## config.mk

```make
export PLATFORM = sky130hd
export DESIGN_NAME = palette_gradient_color_mapper
export DESIGN_NICKNAME = d
export VERILOG_FILES = /design/src/design/pgcm_pkg.sv /design/src/design/pgcm_front.sv /design/src/design/pgcm_queue.sv /design/src/design/pgcm_back.sv /design/src/design/palette_gradient_color_mapper.sv
export SDC_FILE = /design/constraint.sdc
export NUM_CORES = 2
export LEC_CHECK = 0
export BUFFER_PORTS_ARGS = -buffer_cell sky130_fd_sc_hd__buf_2
export CELL_PAD_IN_SITES_DETAIL_PLACEMENT = 2
export CELL_PAD_IN_SITES_GLOBAL_PLACEMENT = 2
export CORE_MARGIN = 4
export CORE_UTILIZATION = 44
export CTS_BUF_LIST = sky130_fd_sc_hd__clkbuf_16
export CTS_CLUSTER_DIAMETER = 120
export CTS_CLUSTER_SIZE = 24
export DETAILED_ROUTE_END_ITERATION = 7
export GPL_TIMING_DRIVEN = 0
export PLACE_DENSITY = 0.84
export SLEW_MARGIN = 20
export SYNTH_ARGS = -nofsm -noshare
export SYNTH_HDL_FRONTEND = slang
export SYNTH_HIERARCHICAL = 1
export SYNTH_SLANG_ARGS = --single-unit
export TNS_END_PERCENT = 30
```

## constraint.sdc

```tcl
create_clock -name clk -period 23.6 [get_ports clk]
set_input_delay 4.72 -clock clk [delete_from_list [all_inputs] [get_ports clk]]
set_output_delay 4.72 -clock clk [all_outputs]
set_load 0.005 [all_outputs]
```

## src/design/pgcm_pkg.sv

```systemverilog
// Shared types, constants and palette tables for the palette gradient color mapper.
// No dependencies; imported by every module of the block.
`timescale 1ns / 1ps

package pgcm_pkg;

  localparam int PALETTE_COUNT = 9;
  localparam int MAX_STOPS     = 10;
  localparam int SEL_W         = 4;
  localparam int STOP_W        = $clog2(MAX_STOPS);
  localparam int CNT_W         = $clog2(MAX_STOPS + 1);
  localparam int NCH           = 3;
  localparam int D_W           = 15;
  localparam int Q_BITS        = 8;
  localparam int REM_W         = D_W + Q_BITS;
  localparam int Q_DEPTH       = 2;

  typedef struct packed {
    logic [7:0] pos;
    logic [7:0] r;
    logic [7:0] g;
    logic [7:0] b;
  } stop_t;

  typedef struct packed {
    logic [NCH-1:0][7:0] lo;
    logic [NCH-1:0][7:0] mag;
    logic [NCH-1:0]      neg;
    logic                zero;
    logic [D_W-1:0]      n;
    logic [D_W-1:0]      d;
    logic [7:0]          alpha;
  } job_t;

  typedef struct packed {
    logic full;
    logic empty;
  } q_stat_t;

  localparam stop_t SZ = '0;

  localparam logic [CNT_W-1:0] PAL_N [PALETTE_COUNT] = '{
    CNT_W'(7), CNT_W'(7), CNT_W'(7), CNT_W'(7), CNT_W'(7),
    CNT_W'(10), CNT_W'(7), CNT_W'(6), CNT_W'(7)
  };

  localparam stop_t PAL_STOP [PALETTE_COUNT][MAX_STOPS] = '{
    '{ '{8'd0, 8'd0, 8'd0, 8'd0},       '{8'd15, 8'd0, 8'd0, 8'd150},
       '{8'd35, 8'd0, 8'd180, 8'd255},  '{8'd55, 8'd0, 8'd255, 8'd140},
       '{8'd72, 8'd255, 8'd238, 8'd0},  '{8'd87, 8'd255, 8'd120, 8'd0},
       '{8'd100, 8'd255, 8'd34, 8'd0},  SZ, SZ, SZ },
    '{ '{8'd0, 8'd0, 8'd0, 8'd0},       '{8'd15, 8'd20, 8'd5, 8'd40},
       '{8'd35, 8'd90, 8'd15, 8'd100},  '{8'd55, 8'd220, 8'd50, 8'd100},
       '{8'd72, 8'd254, 8'd130, 8'd50}, '{8'd87, 8'd252, 8'd200, 8'd120},
       '{8'd100, 8'd252, 8'd253, 8'd190}, SZ, SZ, SZ },
    '{ '{8'd0, 8'd0, 8'd0, 8'd0},       '{8'd15, 8'd68, 8'd1, 8'd84},
       '{8'd35, 8'd59, 8'd82, 8'd139},  '{8'd55, 8'd33, 8'd145, 8'd140},
       '{8'd72, 8'd94, 8'd201, 8'd98},  '{8'd87, 8'd180, 8'd222, 8'd44},
       '{8'd100, 8'd253, 8'd231, 8'd37}, SZ, SZ, SZ },
    '{ '{8'd0, 8'd0, 8'd0, 8'd0},       '{8'd15, 8'd5, 8'd20, 8'd80},
       '{8'd35, 8'd13, 8'd71, 8'd161},  '{8'd55, 8'd25, 8'd118, 8'd210},
       '{8'd72, 8'd66, 8'd165, 8'd245}, '{8'd87, 8'd144, 8'd202, 8'd249},
       '{8'd100, 8'd255, 8'd255, 8'd255}, SZ, SZ, SZ },
    '{ '{8'd0, 8'd0, 8'd0, 8'd0},       '{8'd15, 8'd80, 8'd5, 8'd5},
       '{8'd35, 8'd161, 8'd13, 8'd13},  '{8'd55, 8'd211, 8'd47, 8'd47},
       '{8'd72, 8'd239, 8'd116, 8'd94}, '{8'd87, 8'd248, 8'd187, 8'd181},
       '{8'd100, 8'd255, 8'd255, 8'd255}, SZ, SZ, SZ },
    '{ '{8'd0, 8'd0, 8'd0, 8'd0},       '{8'd8, 8'd20, 8'd60, 8'd200},
       '{8'd15, 8'd40, 8'd120, 8'd255}, '{8'd30, 8'd120, 8'd190, 8'd255},
       '{8'd42, 8'd200, 8'd230, 8'd255}, '{8'd50, 8'd255, 8'd255, 8'd210},
       '{8'd58, 8'd255, 8'd220, 8'd180}, '{8'd70, 8'd255, 8'd130, 8'd70},
       '{8'd85, 8'd240, 8'd40, 8'd20},  '{8'd100, 8'd160, 8'd0, 8'd0} },
    '{ '{8'd0, 8'd0, 8'd0, 8'd0},       '{8'd15, 8'd74, 8'd0, 8'd0},
       '{8'd35, 8'd170, 8'd17, 8'd0},   '{8'd55, 8'd255, 8'd68, 8'd0},
       '{8'd72, 8'd255, 8'd153, 8'd0},  '{8'd87, 8'd255, 8'd238, 8'd0},
       '{8'd100, 8'd255, 8'd255, 8'd255}, SZ, SZ, SZ },
    '{ '{8'd0, 8'd26, 8'd0, 8'd48},     '{8'd15, 8'd90, 8'd0, 8'd96},
       '{8'd35, 8'd204, 8'd0, 8'd102},  '{8'd55, 8'd255, 8'd102, 8'd0},
       '{8'd72, 8'd255, 8'd204, 8'd0},  '{8'd100, 8'd255, 8'd255, 8'd170},
       SZ, SZ, SZ, SZ },
    '{ '{8'd0, 8'd0, 8'd0, 8'd0},       '{8'd15, 8'd42, 8'd10, 8'd0},
       '{8'd35, 8'd120, 8'd40, 8'd0},   '{8'd55, 8'd210, 8'd95, 8'd0},
       '{8'd72, 8'd255, 8'd165, 8'd0},  '{8'd87, 8'd255, 8'd215, 8'd80},
       '{8'd100, 8'd255, 8'd248, 8'd200}, SZ, SZ, SZ }
  };

endpackage

```

## src/design/pgcm_front.sv

```systemverilog
// Front stage: accepts levels, finds the palette segment and prepares the interpolation job.
// Depends on pgcm_pkg for the palette tables and the job type.
`timescale 1ns / 1ps

module pgcm_front
  import pgcm_pkg::*;
(
  input  logic             clk,
  input  logic             rst_n,
  input  logic [SEL_W-1:0] sel,
  input  logic             in_valid,
  output logic             in_ready,
  input  logic [7:0]       in_level,
  output logic             job_valid,
  input  logic             job_ready,
  output job_t             job
);

  localparam int           ALPHA_SHIFT = 12;
  localparam logic [19:0]  ALPHA_RECIP = 20'd1366;
  localparam logic [7:0]   ALPHA_SAT   = 8'd39;

  logic             v_r;
  job_t             job_r;
  job_t             job_nxt;

  logic [SEL_W-1:0]  psel;
  logic [CNT_W-1:0]  cnt;
  logic [D_W-1:0]    x;
  logic [D_W-1:0]    ps [MAX_STOPS];
  logic [STOP_W-1:0] lo_i;
  logic [STOP_W-1:0] hi_i;
  stop_t             s_lo;
  stop_t             s_hi;
  logic [8:0]        wd;
  logic [D_W-1:0]    ps_lo;
  logic [D_W-1:0]    nn;
  logic [NCH-1:0][7:0] c_lo;
  logic [NCH-1:0][7:0] c_hi;
  logic [9:0]        a20;
  logic [19:0]       aq;

  always_comb begin
    psel = (sel < SEL_W'(PALETTE_COUNT)) ? sel : '0;
    cnt  = PAL_N[psel];
    x    = D_W'(in_level) * D_W'(100);
    for (int k = 0; k < MAX_STOPS; k++) begin
      ps[k] = D_W'(PAL_STOP[psel][k].pos) * D_W'(255);
    end
    lo_i = '0;
    hi_i = STOP_W'(cnt - CNT_W'(1));
    // first matching segment wins
    for (int k = MAX_STOPS - 2; k >= 0; k--) begin
      if ((CNT_W'(k + 1) < cnt) && (x >= ps[k]) && (x <= ps[k + 1])) begin
        lo_i = STOP_W'(k);
        hi_i = STOP_W'(k + 1);
      end
    end
    s_lo  = PAL_STOP[psel][lo_i];
    s_hi  = PAL_STOP[psel][hi_i];
    wd    = {1'b0, s_hi.pos} - {1'b0, s_lo.pos};
    ps_lo = D_W'(s_lo.pos) * D_W'(255);

    job_nxt      = '0;
    job_nxt.zero = wd[8] || (wd == '0);
    job_nxt.d    = D_W'(wd[7:0]) * D_W'(255);
    nn = (x > ps_lo) ? (x - ps_lo) : '0;
    if (!job_nxt.zero && (nn > job_nxt.d)) begin
      nn = job_nxt.d;
    end
    job_nxt.n = nn;

    c_lo[0] = s_lo.r;
    c_lo[1] = s_lo.g;
    c_lo[2] = s_lo.b;
    c_hi[0] = s_hi.r;
    c_hi[1] = s_hi.g;
    c_hi[2] = s_hi.b;
    for (int c = 0; c < NCH; c++) begin
      job_nxt.lo[c] = c_lo[c];
      if (c_hi[c] >= c_lo[c]) begin
        job_nxt.mag[c] = c_hi[c] - c_lo[c];
        job_nxt.neg[c] = 1'b0;
      end else begin
        job_nxt.mag[c] = c_lo[c] - c_hi[c];
        job_nxt.neg[c] = 1'b1;
      end
    end

    // divide by three through a reciprocal, exact below saturation
    a20 = 10'(in_level) * 10'd20;
    aq  = 20'(a20) * ALPHA_RECIP;
    job_nxt.alpha = (in_level >= ALPHA_SAT) ? 8'hFF : aq[ALPHA_SHIFT +: 8];
  end

  assign in_ready  = !v_r || job_ready;
  assign job_valid = v_r;
  assign job       = job_r;

  always_ff @(posedge clk) begin
    if (!rst_n) begin
      v_r <= 1'b0;
    end else if (in_ready) begin
      v_r <= in_valid;
    end
  end

  always_ff @(posedge clk) begin
    if (in_ready && in_valid) begin
      job_r <= job_nxt;
    end
  end

endmodule

```

## src/design/pgcm_queue.sv

```systemverilog
// Short job queue between the front and back stages.
// Depends on pgcm_pkg for the job and status types.
`timescale 1ns / 1ps

module pgcm_queue
  import pgcm_pkg::*;
(
  input  logic    clk,
  input  logic    rst_n,
  input  logic    push_valid,
  output logic    push_ready,
  input  job_t    push_data,
  output logic    pop_valid,
  input  logic    pop_ready,
  output job_t    pop_data,
  output q_stat_t stat
);

  localparam int PTR_W = (Q_DEPTH > 1) ? $clog2(Q_DEPTH) : 1;
  localparam int QC_W  = $clog2(Q_DEPTH + 1);

  job_t             slot_r [Q_DEPTH];
  logic [PTR_W-1:0] wr_ptr_r;
  logic [PTR_W-1:0] rd_ptr_r;
  logic [QC_W-1:0]  cnt_r;
  logic             push;
  logic             pop;

  function automatic logic [PTR_W-1:0] ptr_inc(input logic [PTR_W-1:0] p);
    return (p == PTR_W'(Q_DEPTH - 1)) ? '0 : p + PTR_W'(1);
  endfunction

  assign stat.full  = (cnt_r == QC_W'(Q_DEPTH));
  assign stat.empty = (cnt_r == '0);
  assign push_ready = !stat.full;
  assign pop_valid  = !stat.empty;
  assign pop_data   = slot_r[rd_ptr_r];
  assign push       = push_valid && push_ready;
  assign pop        = pop_valid && pop_ready;

  always_ff @(posedge clk) begin
    if (!rst_n) begin
      wr_ptr_r <= '0;
      rd_ptr_r <= '0;
      cnt_r    <= '0;
    end else begin
      if (push) begin
        wr_ptr_r <= ptr_inc(wr_ptr_r);
      end
      if (pop) begin
        rd_ptr_r <= ptr_inc(rd_ptr_r);
      end
      if (push && !pop) begin
        cnt_r <= cnt_r + QC_W'(1);
      end else if (pop && !push) begin
        cnt_r <= cnt_r - QC_W'(1);
      end
    end
  end

  always_ff @(posedge clk) begin
    if (push) begin
      slot_r[wr_ptr_r] <= push_data;
    end
  end

endmodule

```

## src/design/pgcm_back.sv

```systemverilog
// Back stage: pipelined restoring divider, one quotient bit per stage, and the output register.
// Depends on pgcm_pkg for the job type and widths.
`timescale 1ns / 1ps

module pgcm_back
  import pgcm_pkg::*;
(
  input  logic       clk,
  input  logic       rst_n,
  input  logic       job_valid,
  output logic       job_ready,
  input  job_t       job,
  output logic       out_valid,
  input  logic       out_ready,
  output logic [7:0] out_red,
  output logic [7:0] out_green,
  output logic [7:0] out_blue,
  output logic [7:0] out_alpha
);

  localparam int NST = Q_BITS + 1;

  typedef struct packed {
    logic [NCH-1:0][7:0]        lo;
    logic [NCH-1:0]             neg;
    logic                       zero;
    logic [D_W-1:0]             d;
    logic [7:0]                 alpha;
    logic [NCH-1:0][REM_W-1:0]  rem;
    logic [NCH-1:0][Q_BITS-1:0] q;
  } stage_t;

  logic [NST-1:0]      st_v_r;
  stage_t              st_r [NST];
  logic [NST:0]        rdy;
  stage_t              ld;
  stage_t              fin;
  logic [NCH-1:0][7:0] res;
  logic                out_v_r;
  logic [NCH-1:0][7:0] res_r;
  logic [7:0]          alpha_r;

  function automatic stage_t div_step(input stage_t s, input int b);
    stage_t         t;
    logic [REM_W-1:0] dsh;
    t   = s;
    dsh = REM_W'(s.d) << b;
    for (int c = 0; c < NCH; c++) begin
      if (s.rem[c] >= dsh) begin
        t.rem[c]    = s.rem[c] - dsh;
        t.q[c][b]   = 1'b1;
      end
    end
    return t;
  endfunction

  always_comb begin
    ld       = '0;
    ld.lo    = job.lo;
    ld.neg   = job.neg;
    ld.zero  = job.zero;
    ld.d     = job.d;
    ld.alpha = job.alpha;
    for (int c = 0; c < NCH; c++) begin
      // descending channel: bias the dividend to round the quotient up
      if (job.zero) begin
        ld.rem[c] = '0;
      end else if (job.neg[c]) begin
        ld.rem[c] = REM_W'(job.n) * REM_W'(job.mag[c]) + REM_W'(job.d) - REM_W'(1);
      end else begin
        ld.rem[c] = REM_W'(job.n) * REM_W'(job.mag[c]);
      end
    end
  end

  always_comb begin
    rdy[NST] = !out_v_r || out_ready;
    for (int i = NST - 1; i >= 0; i--) begin
      rdy[i] = !st_v_r[i] || rdy[i + 1];
    end
  end

  always_comb begin
    fin = st_r[NST-1];
    for (int c = 0; c < NCH; c++) begin
      if (fin.zero) begin
        res[c] = fin.lo[c];
      end else if (fin.neg[c]) begin
        res[c] = fin.lo[c] - fin.q[c];
      end else begin
        res[c] = fin.lo[c] + fin.q[c];
      end
    end
  end

  assign job_ready = rdy[0];
  assign out_valid = out_v_r;
  assign out_red   = res_r[0];
  assign out_green = res_r[1];
  assign out_blue  = res_r[2];
  assign out_alpha = alpha_r;

  always_ff @(posedge clk) begin
    if (!rst_n) begin
      st_v_r  <= '0;
      out_v_r <= 1'b0;
    end else begin
      if (rdy[0]) begin
        st_v_r[0] <= job_valid;
      end
      for (int i = 1; i < NST; i++) begin
        if (rdy[i]) begin
          st_v_r[i] <= st_v_r[i - 1];
        end
      end
      if (rdy[NST]) begin
        out_v_r <= st_v_r[NST-1];
      end
    end
  end

  always_ff @(posedge clk) begin
    if (rdy[0] && job_valid) begin
      st_r[0] <= ld;
    end
    for (int i = 1; i < NST; i++) begin
      if (rdy[i] && st_v_r[i - 1]) begin
        st_r[i] <= div_step(st_r[i - 1], Q_BITS - i);
      end
    end
    if (rdy[NST] && st_v_r[NST-1]) begin
      res_r   <= res;
      alpha_r <= fin.alpha;
    end
  end

endmodule

```

## src/design/palette_gradient_color_mapper.sv

```systemverilog
// Palette gradient color mapper: an 8-bit level in, an RGBA color out.
// Input channel in_valid/in_ready/in_level; result channel out_valid/out_ready with
// out_red, out_green, out_blue, out_alpha; cfg_we/cfg_wdata writes the palette selector.
// Throughput: one level per cycle while out_ready is high, set by the one-bit-per-stage
// divider pipeline in the back stage (eight stages) and the combinational segment search
// in the front stage.
// A two-entry queue sits between front and back; when out_ready is low the back
// pipeline fills, then the queue, then in_ready drops; nothing is lost or repeated.
// Reset clears all valid flags and selects palette 0; no clearing pass is needed.
// Selector values past the last palette select palette 0.
// Depends on pgcm_pkg, pgcm_front, pgcm_queue and pgcm_back.
`timescale 1ns / 1ps

module palette_gradient_color_mapper
  import pgcm_pkg::*;
(
  input  logic             clk,
  input  logic             rst_n,
  input  logic             cfg_we,
  input  logic [SEL_W-1:0] cfg_wdata,
  input  logic             in_valid,
  output logic             in_ready,
  input  logic [7:0]       in_level,
  output logic             out_valid,
  input  logic             out_ready,
  output logic [7:0]       out_red,
  output logic [7:0]       out_green,
  output logic [7:0]       out_blue,
  output logic [7:0]       out_alpha
);

  logic [SEL_W-1:0] sel_r;
  logic [SEL_W-1:0] sel_nxt;
  logic             fr_valid;
  logic             fr_ready;
  job_t             fr_job;
  logic             bk_valid;
  logic             bk_ready;
  job_t             bk_job;
  q_stat_t          q_stat;

  assign sel_nxt = cfg_we ? cfg_wdata : sel_r;

  always_ff @(posedge clk) begin
    if (!rst_n) begin
      sel_r <= '0;
    end else begin
      sel_r <= sel_nxt;
    end
  end

  pgcm_front u_front (
    .clk       (clk),
    .rst_n     (rst_n),
    .sel       (sel_r),
    .in_valid  (in_valid),
    .in_ready  (in_ready),
    .in_level  (in_level),
    .job_valid (fr_valid),
    .job_ready (fr_ready),
    .job       (fr_job)
  );

  pgcm_queue u_queue (
    .clk        (clk),
    .rst_n      (rst_n),
    .push_valid (fr_valid),
    .push_ready (fr_ready),
    .push_data  (fr_job),
    .pop_valid  (bk_valid),
    .pop_ready  (bk_ready),
    .pop_data   (bk_job),
    .stat       (q_stat)
  );

  pgcm_back u_back (
    .clk       (clk),
    .rst_n     (rst_n),
    .job_valid (bk_valid),
    .job_ready (bk_ready),
    .job       (bk_job),
    .out_valid (out_valid),
    .out_ready (out_ready),
    .out_red   (out_red),
    .out_green (out_green),
    .out_blue  (out_blue),
    .out_alpha (out_alpha)
  );

`ifndef SYNTHESIS
  a_reset_clears_out: assert property (@(posedge clk) !rst_n |=> !out_valid)
    else $error("out_valid high after reset");

  a_empty_queue_ready: assert property (@(posedge clk) disable iff (!rst_n)
    q_stat.empty |-> in_ready)
    else $error("input stalled while queue empty");

  a_queue_flags: assert property (@(posedge clk) disable iff (!rst_n)
    !(q_stat.full && q_stat.empty))
    else $error("queue both full and empty");
`endif

endmodule

```

==> results <==
- The number of endpoints with negative hold slack in the final report came to 0.
- Detailed placement finished with a half-perimeter wire length of 341 mm.
- Across all hold checks on the routed design, the worst slack comes to 0.394 ns.
- The period utilization is 98.0%.
- The initial antenna violation count was 56.
- The buffers inserted during post-CTS setup optimization is 0.
- The number of cells produced by synthesis is 9183.
- Among cell families on the critical path, the largest total delay comes from compound AO/OA/AOI/OAI gates.
- The deepest clock path buffer count is 3.
- The number of placement rows is 174.
- The number of nets in the layout is 10800.
- Global routing used 39.0% of the available tracks across all layers.
- For the worst setup path, the data arrival time is 23.59 ns.
- At the end of routability-driven placement, the weighted congestion stood at 0.955.
- The total number of vias is 81400.
- The required time of the worst setup path is 24.07 ns.
- The number of nets in the synthesized netlist is 10600.
- The tree is rooted in a clkbuf_16.
- The number of H-tree branching levels is 3.
- The first-pass detailed-route iteration total is 6.
- The largest net degree at the start of global routing is 55.
- By startpoint and endpoint, the worst setup path is classified as in2reg.
- Setup repair after global routing left no endpoint under its margin.
- The synthesized netlist occupies a cell area of 99200 µm².
- Dividing the detail-routed wire length by the instance count gives 37.1 µm.
- The count of pins over their slew limit is 0.
- The later pin in the worst-skew pair is clocked with a latency of 0.80 ns.
- The biggest cell delay along the critical path is 0.73 ns.
- Dividing the detail-routed via count by the number of cells gives 6.56.
- Prior to clock tree synthesis, the placed netlist has a worst setup slack of -0.589 ns.
- The DRC violation total after the first TritonRoute iteration is 8191.
- Counting I/O delays and the setup requirement, the final critical path takes 23.12 ns.
- The leftover overflow at the end of global routing is 0.
- The effective utilization at floorplan is 44.2%.
- The number of buffers and inverters on the critical path is 13.
- The worst-case clock skew is 0.0564 ns.
- For this run, the number of Yosys warnings is 6.
- The startpoint type of the worst setup path is an input port.
- The per-instance average area after synthesis is 10.8 µm².
- The cell with the biggest individual delay on the critical path is clkdlybuf4s15_1.
- The clock-pin slew on the worst setup and hold paths is 0.10 ns.
- The largest fanout of any net on the critical path is 15.
- The number of global-route vias before repair is 89600.
- Clock tree synthesis inserted a total of 72 buffers.
- Compared with the post-synthesis result, the final layout area differs by 7.96%.
- The cell repeated most along the worst path is ha_1.
- The post-route worst setup slack is 0.480 ns.
- In the routed design, unresolved DRC markers number 0.
- Max-cap violations in this run came to 0.
- The count of buffers inserted at the top-level ports is 49.
- The core area is 225000 µm².
- The peak clock frequency supported by timing is 43.3 MHz.
- At the end of the flow the core is filled with cells to 47.7%.
- The wire length of the first global-routing pass is 660 mm.
- The y dimension of the die is 483 µm.
- TritonCTS built the clock tree.
- The headroom to the max-slew limit is 11.3%.
- Cells with a size suffix above 1 make up 5.59% of the layout.
- The flow ran to the end, and the final reports show no timing, DRC or antenna violations.
- The wire length after detailed routing is 460 mm.
- The die is 483 µm wide.
- The filler cells instantiated in the layout total 22700.
- Setup violations remaining at the end of the flow were counted as 0.
- The worst hold path belongs to the class reg2reg.
- In this run the count of I/O pins placed on the die edge is 51.
- Buffers inserted to repair hold after CTS numbered 0.
- The total number of clock tree sinks is 1426.
- The slew of the pin with the lowest slew margin is 1.33 ns.
- The floorplan step defined a die boundary enclosing 233000 µm².
- The critical path capture point type is a flip-flop.
- Once detail routing completed, the nets flagged for antenna violations numbered 0.
## layout by cell type, fill, tap and decap left out, drive strengths merged, types with 60 or more instances in the layout
cell type,count
nor3,162
o31ai,60
a21o,154
ha,1021
nand2b,103
a31oi,76
mux2,175
or3,65
buf,154
a211oi,84
o21ai,426
fa,372
clkbuf,292
mux2i,67
a21oi,620
nand3,123
nor2b,118
inv,1042
edfxtp,1406
xor2,184
and2,283
o21a,90
nor2,561
xnor2,349
nand2,603
## metal layers
layer | routed length [µm] | track usage [%] | vias to the layer above | part of all wire, %
met2 | 220000 | 65.5 | 4497 | 48
met4 | 45000 | 30.4 | 42 | 9.8
met5 | 295 | 0.245 | - | 0.064
met3 | 32800 | 9.27 | 2072 | 7.1
met1 | 162000 | 42.4 | 41700 | 35
li1 | - | - | 33000 | -
## repair_timing
| item | 4_1_cts | 5_1_grt |
|---|---|---|
| resized for setup | 4 | 14 |
| hold endpoints to repair | 0 | 0 |
| endpoints found under the setup margin | 15 | 15 |
## state kept, by name, summed over array words and instances (netlist names), 2 cells and up, named ones only
name and count:
u_back/st_r 1104, u_queue/slot_r 180, u_front/job 90, u_back/st_v_r 9
u_back/out_alpha 8, u_back/out_blue 8, u_back/out_green 8, u_back/out_red 8
sel_r 4, u_queue/cnt_r 2
## metrics by stage
step | TNS (ns) | instance area (µm²) | instances
after global routing | 0 | 107000 | 12400
final | 0 | 107000 | 12400
after CTS | 0 | 107000 | 12400
after global placement | -0.314 | 103000 | 12200
after floorplan | 0 | 99200 | 9183
after detailed placement | -2.57 | 105000 | 12300
## path summary, 6_finish.rpt
| kind | startpoint | end | slack (ns) | cells past startpoint |
|---|---|---|---|---|
| max | in_level[0] | u_front/job[32] | 0.48 | 63 |
| min | u_back/st_r[0][836] | u_back/st_r[0][980] | 0.39 | 0 |
| max reg2reg | sel_r[2] | u_front/job[32] | 0.77 | 75 |
| min reg2reg | u_back/st_r[0][836] | u_back/st_r[0][980] | 0.39 | 0 |
## worst reg2reg max path: cells and delay by family, from the launching register on
family                   cells  cell delay [ns]
AO/OA/AOI/OAI               27             7.06
XOR/XNOR                     2             0.31
flip-flops                   1             0.38
adder cells (fa/ha/maj)     14             6.50
AND/OR/NAND/NOR             14             2.66
buffers and inverters       18             5.71
## final cells by class
| type | instances | area, µm² | share of cell area, % |
|---|---|---|---|
| Tap cell | 2992 | 3740 | 3.49 |
| Buffer | 263 | 1090 | 1.01 |
| Clock buffer | 73 | 1830 | 1.71 |
| Multi-Input combinational cell | 6463 | 51900 | 48.4 |
| Clock inverter | 23 | 310 | 0.290 |
| Timing Repair Buffer | 114 | 1730 | 1.61 |
| Antenna cell | 21 | 52.6 | 0.0491 |
| Inverter | 1030 | 3870 | 3.61 |
| Sequential cell | 1426 | 42600 | 39.8 |
Power is not shown: default switching activity piles up to over one toggle a cycle in this logic, so the estimate is an artifact.
